$ cat config.mk
export PLATFORM = sky130hd
export DESIGN_NAME = lobm_alu
export DESIGN_NICKNAME = d
export VERILOG_FILES = /design/src/design/lobm_pkg.sv /design/src/design/lobm_alu.sv
export SDC_FILE = /design/constraint.sdc
export NUM_CORES = 1
export LEC_CHECK = 0
export ABC_AREA = 1
export ABC_CLOCK_PERIOD_IN_PS = 5900
export BUFFER_PORTS_ARGS = -buffer_cell sky130_fd_sc_hd__buf_2
export CORE_MARGIN = 2
export CORE_UTILIZATION = 40
export DETAILED_ROUTE_END_ITERATION = 8
export PLACE_DENSITY = 0.76
export REMOVE_ABC_BUFFERS = 1
export SYNTH_ARGS = -nofsm -noshare
export SYNTH_HDL_FRONTEND = slang
export SYNTH_SLANG_ARGS = --single-unit
$ cat constraint.sdc
create_clock -name vclk -period 5.9
set_clock_uncertainty 0.15 [all_clocks]
set_input_delay 0.295 -clock vclk [all_inputs]
set_output_delay 0.295 -clock vclk [all_outputs]
set_load 0.05 [all_outputs]
$ cat src/design/lobm_pkg.sv
package lobm_pkg;

  localparam int PRICE_LEVELS   = 1024;
  localparam int PRICE_BITS     = $clog2(PRICE_LEVELS);
  localparam int SCAN_BITS      = PRICE_BITS + 1;
  localparam int LEVEL_QTY_BITS = 40;
  localparam int ORDER_QTY_BITS = 32;

  typedef logic [PRICE_BITS-1:0]     price_t;
  typedef logic [SCAN_BITS-1:0]      scan_t;
  typedef logic [LEVEL_QTY_BITS-1:0] qty_t;

  typedef enum logic [0:0] {
    SIDE_BUY  = 1'b0,
    SIDE_SELL = 1'b1
  } side_t;

  typedef enum logic [0:0] {
    ALU_SAT_ADD = 1'b0,
    ALU_SUB     = 1'b1
  } alu_op_t;

  typedef struct packed {
    alu_op_t op;
    qty_t    a;
    qty_t    b;
  } alu_req_t;

  typedef struct packed {
    qty_t y;
    logic borrow;
  } alu_rsp_t;

  typedef struct packed {
    logic   we;
    price_t waddr;
    qty_t   wdata;
    price_t raddr;
  } ram_req_t;

  typedef struct packed {
    logic                      start_new_book;
    side_t                     side;
    logic [ORDER_QTY_BITS-1:0] quantity;
    price_t                    price;
  } order_t;

  typedef struct packed {
    logic   ask_valid;
    price_t ask_price;
    logic   bid_valid;
    price_t bid_price;
    logic   trade_valid;
    price_t trade_price;
  } result_t;

  typedef enum logic [3:0] {
    ST_CLEAR,
    ST_IDLE,
    ST_ADD_RD,
    ST_ADD_WR,
    ST_MATCH_CHK,
    ST_MATCH_RD,
    ST_MATCH_SUB,
    ST_SCAN_ASK,
    ST_SCAN_BID,
    ST_DONE
  } state_t;

endpackage

$ cat src/design/lobm_alu.sv
module lobm_alu import lobm_pkg::*; (
  input  alu_req_t req,
  output alu_rsp_t rsp
);

  logic                    is_sub;
  qty_t                    b_op;
  logic [LEVEL_QTY_BITS:0] r;

  always_comb begin
    is_sub = (req.op == ALU_SUB);
    b_op   = is_sub ? ~req.b : req.b;
    r      = {1'b0, req.a} + {1'b0, b_op} + {{LEVEL_QTY_BITS{1'b0}}, is_sub};
    unique case (req.op)
      ALU_SAT_ADD: begin
        rsp.y      = r[LEVEL_QTY_BITS] ? '1 : r[LEVEL_QTY_BITS-1:0];
        rsp.borrow = 1'b0;
      end
      ALU_SUB: begin
        rsp.y      = r[LEVEL_QTY_BITS-1:0];
        rsp.borrow = ~r[LEVEL_QTY_BITS];
      end
      default: begin
        rsp.y      = '0;
        rsp.borrow = 1'b0;
      end
    endcase
  end

endmodule

=== After elaboration in Yosys (flattened, before gate mapping) ===
Index checks and enable logic that the tools add are counted.

* Flip-flop bits (word level): 0
* Latch bits: 0
* Memory bits (writable): 0
* ROM bits: 0
* Input port bits: 81
* Output and inout bits: 41
* Logic and storage cells: 8
* Memories kept: 0

* Add/subtract/negate cells: 2
* Multipliers: 0
* Div/mod/pow operators: 0
* Order comparisons: 0
* Equal/unequal tests: 0
* Shifts and indexed selects: 0
* Muxes and demuxes: 3
* Bitwise logic cells: 3
* Reductions and logical operators: 0

{| class="wikitable"
|+ Operators with widths
! cell !! number
|-
| 41-bit case mux with 2 select lines || 1
|-
| 40-bit 2-to-1 mux || 2
|-
| 40-bit by 40-bit adder with 41-bit output || 1
|-
| 41-bit by 1-bit adder with 41-bit output || 1
|-
| 40-bit NOT || 1
|-
| 1-bit NOT || 2
|}

=== Logic depth before layout (Yosys ltp) ===
* Depth in word-level cells: 6
* Depth in mapped cells: 17
* Depth with buffers taken out: 16

=== Worst setup path before layout ===
OpenSTA, ideal clock, no wires.

* Path type: input port to output port
* From: in req[80] in the netlist's numbering
* To: out rsp[0] in the netlist's numbering
* Data arrival time: 2.644 ns
* Required time: 5.455 ns
* Setup slack: 2.811 ns
* Stages on the path: 12
* Path buffers: 3
* Cells stage by stage: buf_2 > buf_2 > buf_2 > xor2_1 > ha_1 > a21oi_1 > nor2_1 > o21ai_0 > nand2_1 > nor2_1 > nand2_2 > nor2_1

{| class="wikitable"
|+ RTL lines
! item !! RTL line !! source
|-
| start: declaration || lobm_alu.sv:2 || <nowiki>input alu_req_t req,</nowiki>
|-
| end: declaration || lobm_alu.sv:3 || <nowiki>output alu_rsp_t rsp</nowiki>
|}

==> results.cfg <==
[worst_setup_path]
critical_path_class = primary input to output pin
worstSetupEndpointType = output pin
worst_setup_path_start_kind = primary input
crit_path_max_incr_delay_ps = 520
worstPathArrival_ps = 3390
critical_path_peak_fanout = 40
worst-endpoint-required_ps = 5450
critPathSlowestCell = buf_2
cp_cell_sequence = buf_2, buf_4, xor2_1, ha_1, nand2_2, nor2_2, nand3_1, nand2_2, nand2_1, nand3_2, nand2_1, nand2_2, nand2_4, nand2_1, buf_2

[routing]
first_iter_violations = 229
wire_per_inst_um = 11.7
detail_route.vias_per_cell = 4.52
count_of_tritonroute_iterations_in_the_first_routing_pass = 5
detail_route.drc_violations = 0
routed_wire_length_mm = 11.7
routed-via-count = 4510
detail-route-antenna-nets = 0

[die]
fp.coreArea_um2 = 9280
die_y_um = 102
die_x_um = 102
die_outline_area_um2 = 10400
num_rows = 35
io_pins = 122
floorplan.initialDensity_pct = 41.4

[global_route]
overflow = 0
vias_in_the_first_global_route = 4166
track_usage_pct = 22.3
grt_first_pass_wirelength_mm = 19.0
grt_start_max_net_pins = 41
antenna_violations_before_repair = 0

[sta]
period_utilisation_layout_pct = 65.0
final_period_minus_worst_setup_slack_ps = 3840
slew_violations = 0
tightest_slew_ps = 664
grt_setup_unrepaired = false
setup_total_negative_slack_ps = 0
timing_hold_violations_final = 0
fmax_ghz = 0.261
worst_slew_margin_rel_pct = 55.7
setup_viol = 0

[finish]
num_antenna_cells = 0
seq_cell_count = 0
layout_commonest_cell = nand2_1
area_growth_pct = 18.4
design.final.nets = 993
drive_above_1_share_pct = 18.6
utilization_of_the_core_after_routing_pct = 49.1
final_cell_mix = nand2_1 (278), inv_1 (158), buf_2 (122), nor2_1 (72), xor2_1 (59)
instances_no_fill = 998
layout.clock_buffers = 0
register_area_um2 = 0
fin_area_um2 = 4560

[power_and_ir_drop]
ir_drop_v = 0.000173
power.density_nw_per_um2 = 216
power.leakage_nw = 2.95

[synthesis]
synth_area_leaders = nand2_1 (27%), inv_1 (15%), xor2_1 (13%), ha_1 (13%), nor2_1 (7.0%)
netlist.area_leader.share_pct = 27.1
netlist_instances = 755
syn_area_per_cell_um2 = 5.09
synth_sequential_area_ratio_pct = 0
netlist.top_cell.by_area = nand2_1
syn-cell-area_um2 = 3850
number_of_unique_standard_cell_types_used_by_synthesis = 28
yosys_warnings = 0

[outcome]
run_status = completed

[placement]
io_buffers = 122
place.gp.congestion = 0.909
place_area_um2 = 4560
dp_hpwl_mm = 10.2
place_inst = 998

[run]
timing.max_cap.violations = 0

[clock_network]
hold_buffers = 0
post_cts_resized = 0
cts.repair_timing.setup_buffer_count = 0

[worst_hold_path]
worst_hold_path_type = primary input to output pin
synthesized netlist by cell type:
cell type,number
nand2_1,278
inv_1,158
nor2_1,72
xor2_1,59
ha_1,40
nand3_1,36
a21oi_1,30
nand3_2,18
o21ai_0,10
nand2_2,8
nor3_1,7
inv_2,6
buf_2,5
buf_6,4
nor2_2,4
o21bai_1,4
and2_1,3
nand3b_1,2
xnor2_1,2
a21o_1,1
clkinv_1,1
fa_1,1
nand2_4,1
nand4_1,1
nor2_4,1
o21ai_1,1
or2_1,1
or2_2,1
per-stage QoR:
| step | hold slack, ps | total power, mW | setup WS [ps] |
|---|---|---|---|
| after floorplan | 737 | 0.749 | 3230 |
| after global routing | 931 | 1.08 | 1700 |
| after CTS | 906 | 0.984 | 2040 |
| after global placement | 885 | 0.980 | 2110 |
| after detailed placement | 902 | 0.979 | 2040 |
| final | 899 | 0.985 | 2060 |
power breakdown:
group / switching, mW / internal (mW)
sequential: 0 / 0
combinational: 0.716 / 0.270
clock: 0 / 0
total: 0.716 / 0.270
per-layer routing:
metal | global-route usage, % | vias to the layer above | wire length (µm)
li1 | - | 2491 | -
met1 | 32.8 | 1895 | 6010
met2 | 38.2 | 118 | 5050
met3 | 0.205 | 6 | 502
met4 | 1.54 | 0 | 89
met5 | 0 | - | 0
worst paths after layout:
kind  depth (start not counted)     from  endpoint  slack (ps)
min                           4  req[40]    rsp[1]         900
max                          15  req[80]   rsp[23]        2060
cells by family (layout without fill, tap and decap cells):
kind of cell | count (synthesis) | in the layout | share of synthesized area (%)
XOR/XNOR | 61 | 61 | 13.9
AO/OA/AOI/OAI | 46 | 46 | 6.31
buffers and inverters | 174 | 288 | 17.9
adder cells (fa/ha/maj) | 41 | 41 | 13.5
AND/OR/NAND/NOR | 433 | 433 | 48.3
final cells by class:
type,count,area [µm²]
inverter,165,619
multi-input combinational,581,3160
tap,129,161
timing repair buffer,123,618
fill,1094,4730
worst max-delay path, delay by kind of cell:
kind / cells / cell delay, ps
xor+xnor: 1 / 110
fa+ha+maj: 1 / 370
buf+inv: 3 / 1230
simple gates: 10 / 1360
Note: power is estimated with default switching activity, not from simulation.
