### config.mk
export PLATFORM = sky130hd
export DESIGN_NAME = lobm_ctrl
export DESIGN_NICKNAME = d
export VERILOG_FILES = /design/src/design/lobm_pkg.sv /design/src/design/lobm_ctrl.sv
export SDC_FILE = /design/constraint.sdc
export NUM_CORES = 1
export LEC_CHECK = 0
export BUFFER_PORTS_ARGS = -buffer_cell sky130_fd_sc_hd__buf_2
export CAP_MARGIN = 20
export CORE_MARGIN = 2
export CORE_UTILIZATION = 40
export CTS_CLUSTER_DIAMETER = 150
export DETAILED_ROUTE_END_ITERATION = 6
export PLACE_DENSITY = 0.63
export SETUP_SLACK_MARGIN = 0.02
export SYNTH_ARGS = -nofsm -noshare
export SYNTH_HDL_FRONTEND = slang
export SYNTH_SLANG_ARGS = --single-unit
### constraint.sdc
create_clock -name clk -period 6.3 [get_ports clk]
set_input_delay 0.315 -clock clk [delete_from_list [all_inputs] [get_ports clk]]
set_output_delay 0.315 -clock clk [all_outputs]
set_load 0.1 [all_outputs]
### src/design/lobm_pkg.sv
package lobm_pkg;

  localparam int PRICE_LEVELS   = 1024;
  localparam int PRICE_BITS     = $clog2(PRICE_LEVELS);
  localparam int SCAN_BITS      = PRICE_BITS + 1;
  localparam int LEVEL_QTY_BITS = 40;
  localparam int ORDER_QTY_BITS = 32;

  typedef logic [PRICE_BITS-1:0]     price_t;
  typedef logic [SCAN_BITS-1:0]      scan_t;
  typedef logic [LEVEL_QTY_BITS-1:0] qty_t;

  typedef enum logic [0:0] {
    SIDE_BUY  = 1'b0,
    SIDE_SELL = 1'b1
  } side_t;

  typedef enum logic [0:0] {
    ALU_SAT_ADD = 1'b0,
    ALU_SUB     = 1'b1
  } alu_op_t;

  typedef struct packed {
    alu_op_t op;
    qty_t    a;
    qty_t    b;
  } alu_req_t;

  typedef struct packed {
    qty_t y;
    logic borrow;
  } alu_rsp_t;

  typedef struct packed {
    logic   we;
    price_t waddr;
    qty_t   wdata;
    price_t raddr;
  } ram_req_t;

  typedef struct packed {
    logic                      start_new_book;
    side_t                     side;
    logic [ORDER_QTY_BITS-1:0] quantity;
    price_t                    price;
  } order_t;

  typedef struct packed {
    logic   ask_valid;
    price_t ask_price;
    logic   bid_valid;
    price_t bid_price;
    logic   trade_valid;
    price_t trade_price;
  } result_t;

  typedef enum logic [3:0] {
    ST_CLEAR,
    ST_IDLE,
    ST_ADD_RD,
    ST_ADD_WR,
    ST_MATCH_CHK,
    ST_MATCH_RD,
    ST_MATCH_SUB,
    ST_SCAN_ASK,
    ST_SCAN_BID,
    ST_DONE
  } state_t;

endpackage

### src/design/lobm_ctrl.sv
module lobm_ctrl import lobm_pkg::*; (
  input  logic     clk,
  input  logic     rst,
  input  logic     in_valid,
  output logic     in_ready,
  input  order_t   in_order,
  output logic     res_valid,
  input  logic     res_ready,
  output result_t  res,
  output ram_req_t bid_req,
  output ram_req_t ask_req,
  input  qty_t     bid_rdata,
  input  qty_t     ask_rdata,
  output alu_req_t alu_req,
  input  alu_rsp_t alu_rsp
);

  state_t state, state_next;
  price_t clr_addr, clr_addr_next;
  logic   clr_to_add, clr_to_add_next;
  order_t order, order_next;
  logic   bid_v, bid_v_next;
  price_t bid_lvl, bid_lvl_next;
  logic   ask_v, ask_v_next;
  price_t ask_lvl, ask_lvl_next;
  logic   trade_v, trade_v_next;
  price_t trade_lvl, trade_lvl_next;
  qty_t   aq, aq_next;
  qty_t   bq, bq_next;
  logic   bid_empty, bid_empty_next;
  scan_t  scan_addr, scan_addr_next;
  logic   chk_v, chk_v_next;
  price_t chk_addr, chk_addr_next;
  price_t down_addr;

  always_ff @(posedge clk) begin
    if (rst) begin
      state      <= ST_CLEAR;
      clr_addr   <= '0;
      clr_to_add <= 1'b0;
      bid_v      <= 1'b0;
      bid_lvl    <= '0;
      ask_v      <= 1'b0;
      ask_lvl    <= '0;
      trade_v    <= 1'b0;
      trade_lvl  <= '0;
      bid_empty  <= 1'b0;
      chk_v      <= 1'b0;
    end else begin
      state      <= state_next;
      clr_addr   <= clr_addr_next;
      clr_to_add <= clr_to_add_next;
      bid_v      <= bid_v_next;
      bid_lvl    <= bid_lvl_next;
      ask_v      <= ask_v_next;
      ask_lvl    <= ask_lvl_next;
      trade_v    <= trade_v_next;
      trade_lvl  <= trade_lvl_next;
      bid_empty  <= bid_empty_next;
      chk_v      <= chk_v_next;
    end
  end

  always_ff @(posedge clk) begin
    order     <= order_next;
    aq        <= aq_next;
    bq        <= bq_next;
    scan_addr <= scan_addr_next;
    chk_addr  <= chk_addr_next;
  end

  always_comb begin
    state_next      = state;
    clr_addr_next   = clr_addr;
    clr_to_add_next = clr_to_add;
    order_next      = order;
    bid_v_next      = bid_v;
    bid_lvl_next    = bid_lvl;
    ask_v_next      = ask_v;
    ask_lvl_next    = ask_lvl;
    trade_v_next    = trade_v;
    trade_lvl_next  = trade_lvl;
    aq_next         = aq;
    bq_next         = bq;
    bid_empty_next  = bid_empty;
    scan_addr_next  = scan_addr;
    chk_v_next      = chk_v;
    chk_addr_next   = chk_addr;
    down_addr       = price_t'(scan_addr - scan_t'(1));

    in_ready  = 1'b0;
    res_valid = 1'b0;
    bid_req   = '0;
    ask_req   = '0;
    alu_req   = '{op: ALU_SAT_ADD, a: '0, b: '0};

    res.ask_valid   = ask_v;
    res.ask_price   = ask_v ? ask_lvl : '0;
    res.bid_valid   = bid_v;
    res.bid_price   = bid_v ? bid_lvl : '0;
    res.trade_valid = trade_v;
    res.trade_price = trade_v ? trade_lvl : '0;

    unique case (state)
      ST_CLEAR: begin
        bid_req.we    = 1'b1;
        bid_req.waddr = clr_addr;
        ask_req.we    = 1'b1;
        ask_req.waddr = clr_addr;
        bid_v_next    = 1'b0;
        bid_lvl_next  = '0;
        ask_v_next    = 1'b0;
        ask_lvl_next  = '0;
        trade_v_next  = 1'b0;
        trade_lvl_next = '0;
        clr_addr_next = clr_addr + price_t'(1);
        if (clr_addr == price_t'(PRICE_LEVELS - 1)) begin
          state_next = clr_to_add ? ST_ADD_RD : ST_IDLE;
        end
      end

      ST_IDLE: begin
        in_ready = 1'b1;
        if (in_valid) begin
          order_next = in_order;
          if (in_order.start_new_book) begin
            clr_addr_next   = '0;
            clr_to_add_next = 1'b1;
            state_next      = ST_CLEAR;
          end else begin
            state_next = ST_ADD_RD;
          end
        end
      end

      ST_ADD_RD: begin
        bid_req.raddr = order.price;
        ask_req.raddr = order.price;
        state_next    = (order.quantity == '0) ? ST_MATCH_CHK : ST_ADD_WR;
      end

      ST_ADD_WR: begin
        alu_req.op = ALU_SAT_ADD;
        alu_req.a  = (order.side == SIDE_SELL) ? ask_rdata : bid_rdata;
        alu_req.b  = qty_t'(order.quantity);
        if (order.side == SIDE_SELL) begin
          ask_req.we    = 1'b1;
          ask_req.waddr = order.price;
          ask_req.wdata = alu_rsp.y;
          if (!ask_v || order.price < ask_lvl) begin
            ask_v_next   = 1'b1;
            ask_lvl_next = order.price;
          end
        end else begin
          bid_req.we    = 1'b1;
          bid_req.waddr = order.price;
          bid_req.wdata = alu_rsp.y;
          if (!bid_v || order.price > bid_lvl) begin
            bid_v_next   = 1'b1;
            bid_lvl_next = order.price;
          end
        end
        state_next = ST_MATCH_CHK;
      end

      ST_MATCH_CHK: begin
        ask_req.raddr = ask_lvl;
        bid_req.raddr = bid_lvl;
        if (bid_v && ask_v && bid_lvl >= ask_lvl) begin
          state_next = ST_MATCH_RD;
        end else begin
          state_next = ST_DONE;
        end
      end

      ST_MATCH_RD: begin
        alu_req.op     = ALU_SUB;
        alu_req.a      = ask_rdata;
        alu_req.b      = bid_rdata;
        aq_next        = ask_rdata;
        bq_next        = bid_rdata;
        trade_v_next   = 1'b1;
        trade_lvl_next = ask_lvl;
        if (alu_rsp.borrow) begin
          state_next = ST_MATCH_SUB;
        end else begin
          // bid level fully consumed
          ask_req.we     = 1'b1;
          ask_req.waddr  = ask_lvl;
          ask_req.wdata  = alu_rsp.y;
          bid_req.we     = 1'b1;
          bid_req.waddr  = bid_lvl;
          bid_empty_next = 1'b1;
          chk_v_next     = 1'b0;
          if (alu_rsp.y == '0) begin
            ask_v_next     = 1'b0;
            scan_addr_next = scan_t'(ask_lvl) + scan_t'(1);
            state_next     = ST_SCAN_ASK;
          end else begin
            bid_v_next     = 1'b0;
            scan_addr_next = scan_t'(bid_lvl);
            state_next     = ST_SCAN_BID;
          end
        end
      end

      ST_MATCH_SUB: begin
        // ask level fully consumed
        alu_req.op     = ALU_SUB;
        alu_req.a      = bq;
        alu_req.b      = aq;
        bid_req.we     = 1'b1;
        bid_req.waddr  = bid_lvl;
        bid_req.wdata  = alu_rsp.y;
        ask_req.we     = 1'b1;
        ask_req.waddr  = ask_lvl;
        bid_empty_next = 1'b0;
        chk_v_next     = 1'b0;
        ask_v_next     = 1'b0;
        scan_addr_next = scan_t'(ask_lvl) + scan_t'(1);
        state_next     = ST_SCAN_ASK;
      end

      ST_SCAN_ASK: begin
        ask_req.raddr = scan_addr[PRICE_BITS-1:0];
        if (chk_v && ask_rdata != '0) begin
          ask_v_next   = 1'b1;
          ask_lvl_next = chk_addr;
        end else if (scan_addr < scan_t'(PRICE_LEVELS)) begin
          chk_v_next     = 1'b1;
          chk_addr_next  = scan_addr[PRICE_BITS-1:0];
          scan_addr_next = scan_addr + scan_t'(1);
        end else begin
          ask_lvl_next = '0;
        end
        if ((chk_v && ask_rdata != '0) || !(scan_addr < scan_t'(PRICE_LEVELS))) begin
          chk_v_next = 1'b0;
          if (bid_empty) begin
            bid_v_next     = 1'b0;
            bid_empty_next = 1'b0;
            scan_addr_next = scan_t'(bid_lvl);
            state_next     = ST_SCAN_BID;
          end else begin
            state_next = ST_MATCH_CHK;
          end
        end
      end

      ST_SCAN_BID: begin
        bid_req.raddr = down_addr;
        if (chk_v && bid_rdata != '0) begin
          bid_v_next   = 1'b1;
          bid_lvl_next = chk_addr;
          chk_v_next   = 1'b0;
          state_next   = ST_MATCH_CHK;
        end else if (scan_addr != '0) begin
          chk_v_next     = 1'b1;
          chk_addr_next  = down_addr;
          scan_addr_next = scan_addr - scan_t'(1);
        end else begin
          bid_lvl_next = '0;
          chk_v_next   = 1'b0;
          state_next   = ST_MATCH_CHK;
        end
      end

      ST_DONE: begin
        res_valid = 1'b1;
        if (res_ready) begin
          state_next = ST_IDLE;
        end
      end

      default: begin
        state_next = ST_IDLE;
      end
    endcase
  end

endmodule

After elaboration in Yosys (flattened, before gate mapping):

Cells that the tools add are included.

* bits in registers: 194
* bits of input ports: 169
* output and inout bits: 238

* add/sub/neg operators: 4
* magnitude comparators: 4
* equality and inequality tests: 33
* muxes and demuxes: 84
* reductions and logical operators: 38

Operators with widths (number)
* case mux 81 bit (3 select lines): 1
* two-way mux 10 bit: 17
* case mux 40 bit (2 select lines): 2
* two-way mux 51 bit: 3
* case mux 11 bit (4 select lines): 3
* case mux 10 bit (3 select lines): 4
* two-way mux 11 bit: 9
* nonzero test 40 bit: 2
* case mux 10 bit (2 select lines): 3
* zero test 40 bit: 1
* two-way mux 4 bit: 10
* two-way mux 40 bit: 1
* case mux 4 bit (10 select lines): 1
* != test 2 bit (second input constant): 19
* zero test 32 bit: 1
* two-way mux 1 bit: 22
* == test 4 x 3 -> 1 bit (second input constant): 4
* AND reduction 4 bit: 4
* != test 3 bit (second input constant): 4
* adder 10 x 1 -> 11 bit (second input constant): 1
* adder 11 x 1 -> 11 bit (second input constant): 1
* < comparator 11 bit (second input constant): 1
* nonzero test 11 bit: 1
* subtractor 11 x 1 -> 11 bit (second input constant): 1
* other kinds (28): 47

Depth between registers and ports, before layout:

* word-level depth: 6
* gate-level depth with buffers: 11
* mapped depth without buffers: 9

Least setup slack after synthesis:

No wires, ideal clock.

* path type: flip-flop to output port
* from: reg state[3]
* to: out alu_req[32] in the netlist's numbering
* data arrival time: 4.413 ns
* required time: 5.985 ns
* setup slack: 1.572 ns
* stages on the path, launching flop included: 7
* path buffers: 2
* path through: dfxtp_1 buf_2 nor2_1 nand3_1 inv_2 buf_1 a22o_1

RTL lines
* start: declaration: line lobm_ctrl.sv:18 `state_t state, state_next;`
* start signal: assignment: line lobm_ctrl.sv:50 `state <= state_next;`
* end: declaration: line lobm_ctrl.sv:14 `output alu_req_t alu_req,`

==> results.ini <==
[outcome]
status = complete, but fails checks
violations = design-rule violations

[power]
leakagePower_nw = 6.60
net-switching-power_mw = 0.646
combPwrFrac = 0.054
clockPowerShare = 0.425
peakVddDrop_mv = 0.174
p_int_mw = 1.98
pwr-share-seq = 0.522
p_sw_frac = 0.246
powerDensity_nw_per_um2 = 182

[die]
rows = 62
start_util = 0.404
coreArea_um2 = 28500
io_pins = 407
die-area_um2 = 30200
die_w_um = 174
dieHeight_um = 174

[timing]
finClkSkew_ps = 9.37
worstMarginPinSlew_ps = 1090
fin_ws_ps = 1890
finalHoldViolCount = 0
finalSetupViolCount = 0
max_freq_mhz = 227
maxSlewHeadroom = 0.270
layout_worst_path_cycle_share = 0.700
maxSlewViolCount = 0
rsz0062_at_grt = false
finalSetupTns_ps = 0
min_period_ps = 4410

[detailed_routing]
drc = 31
num_vias = 11500
drtAntennaViolNets = 0
wl_um = 45200
routedWlPerCell_um = 23.6
via_per_inst = 6.03
drt_iter0_markers = 1786
drt_first_pass_iters = 7

[yosys]
yosys-top-cells-area = edfxtp_1, dfxtp_1, a222oi_1
synth_area_um2 = 11500
synth_ff_type = edfxtp_1
yosysSeqAreaShare = 0.462
synth_xor_area_frac = 0.0220
synth-edff-count = 144
yosysWarnings = 0
synth_adder_area_share = 0.0369
synth_nets = 1361
synthSimpleGateAreaFrac = 0.195
ys_seq_elements = 194
synth.distinct_cells = 78
synth_top_family_by_area = compound AO/OA/AOI/OAI gates
synthArstFlopShare = 0
yosysTopAreaCell = edfxtp_1
synth.top_cell.area_share = 0.375
netlist_instances = 1158
synthMuxAreaShare = 0.00694
syn_avg_cell_area_um2 = 9.96
synth_compound_area_frac = 0.206

[finish]
layout.nets = 1714
drive_gt1_frac = 0.313
area_growth_pct = 24.9
fin_util = 0.505

[clock_tree]
tritoncts = built
ctsResizeCount = 0
clock_latency_ps = 450
htree_levels = 4
clk_pin_slew_ps = 80
root_buffer = clkbuf_16
clk_path_buf_depth = 2
cts_buffers = 17
cts_setup_buffers = 0
cts_hold_buffers = 0
cts_sinks = 194

[flow_run]
max-cap-violations = 0

[global_routing]
use_met3 = 0.0397
met2_usage = 0.469
overflow = 0
grt_pass1_wl_um = 66800
gr-usage-met1 = 0.406
grt_max_degree = 68
grt_pass1_vias = 10700
antenna_found_initial = 5
grt_usage = 0.291
top_usage_layer = met2

[setup_path]
endpoint_kind = primary output
required_ps = 5980
cp.arrival_ps = 4090
crit_path_start_kind = flip-flop
critical_path_class = reg -> out
crit_fanout = 67

[placed_design]
post-dp-hpwl_um = 34200
post-place-ws_ps = 2450
port_buffers = 406
gp_congestion = 0.926

[worst_hold_path]
hold_class = in -> reg

-- per-stage QoR --
step	instance area, µm²	hold slack [ps]	power [mW]	std cells
floorplan	11500	414	1.44	1158
global route	14400	21.6	2.69	1913
finish	14400	36.1	2.62	1913
global placement	13800	471	1.54	1874
detailed placement	13800	480	1.54	1874
CTS	14400	20.3	2.63	1906
-- path summary, 6_finish.rpt --
check	startpoint	to	slack, ps	depth (start not counted)
worst max-delay path	state[2]$_SDFFE_PP0P_	ask_req[46]	1890	6
worst min-delay path	in_order[18]	order[18]$_DFFE_PP_	40	1
worst max register to register	state[2]$_SDFFE_PP0P_	state[1]$_SDFFE_PP0P_	2760	6
worst min register to register	trade_lvl[3]$_SDFFE_PP0P_	trade_lvl[3]$_SDFFE_PP0P_	500	2
-- per-layer routing --
| metal | share of wire | vias to the layer above |
|---|---|---|
| li1 | - | 5163 |
| met2 | 0.47 | 754 |
| met1 | 0.42 | 5547 |
| met4 | 0.024 | 0 |
| met3 | 0.089 | 66 |
| met5 | 0 | - |
-- Yosys cell counts (8+ instances only) --
cell / instances
a222oi_1: 85
a311oi_1: 8
dfxtp_1: 50
nor3_1: 11
ha_1: 34
a221oi_1: 13
buf_2: 17
mux2i_1: 8
edfxtp_1: 144
a22oi_1: 18
xor2_1: 10
a21oi_1: 23
and2_1: 118
o21ai_0: 24
nand4_1: 16
nand3_1: 18
a211oi_1: 14
clkbuf_1: 54
a21boi_0: 8
nor4_1: 42
o31ai_1: 11
nand2_1: 88
nor2_1: 55
o211ai_1: 17
xnor2_1: 19
inv_1: 114
or4_1: 10
a22o_1: 9
-- cells by family after synthesis --
family          after synthesis
mux                           8
simple gates                405
fa+ha+maj                    34
buf+inv                     201
compound gates              287
flops                       194
xor+xnor                     29
-- layout by cell type (no fill, tap or decap), types with 13 or more instances in the layout --
| cell type | count |
|---|---|
| a221oi_1 | 13 |
| nand2_1 | 88 |
| a22oi_1 | 18 |
| a222oi_1 | 85 |
| o211ai_1 | 17 |
| nand4_1 | 16 |
| and2_1 | 117 |
| a211oi_1 | 14 |
| clkbuf_16 | 17 |
| a21oi_1 | 23 |
| ha_1 | 34 |
| nor2_1 | 54 |
| xnor2_1 | 19 |
| edfxtp_1 | 144 |
| o21ai_0 | 24 |
| nor4_1 | 42 |
| buf_2 | 406 |
| inv_1 | 114 |
| nand3_1 | 18 |
| dfxtp_1 | 50 |
-- power groups by stage --
stage / combinational (mW) / sequential, mW / clock (mW)
global placement: 0.137 / 1.40 / 0
floorplan: 0.0392 / 1.40 / 0
CTS: 0.139 / 1.37 / 1.12
detailed placement: 0.138 / 1.40 / 0
global route: 0.149 / 1.37 / 1.17
finish: 0.141 / 1.37 / 1.11
-- critical path, cell delays in order, from the launching register on --
cell	delay [ps]
dfxtp_1	780
nand3_1	400
inv_4	690
nand2b_1	270
nand2_1	830
and2_1	240
buf_2	420
-- final cells by class --
cell class	count	area (µm²)
clock buffer	17	425
inverter	116	438
multi-input combinational	763	5400
timing repair buffer	419	2160
sequential	194	5330
tap	384	480
clock inverter	15	164
fill	2759	14100
antenna	5	12.5
-- sequential cells by signal (all words and copies together) (netlist names), 4 cells and up --
name and cells:
ask_lvl 10, scan_addr 11, order 43, trade_lvl 10
clr_addr 10, state 4, aq 40, chk_addr 10
bq 40, bid_lvl 10
(Power assumes the default switching activity.)
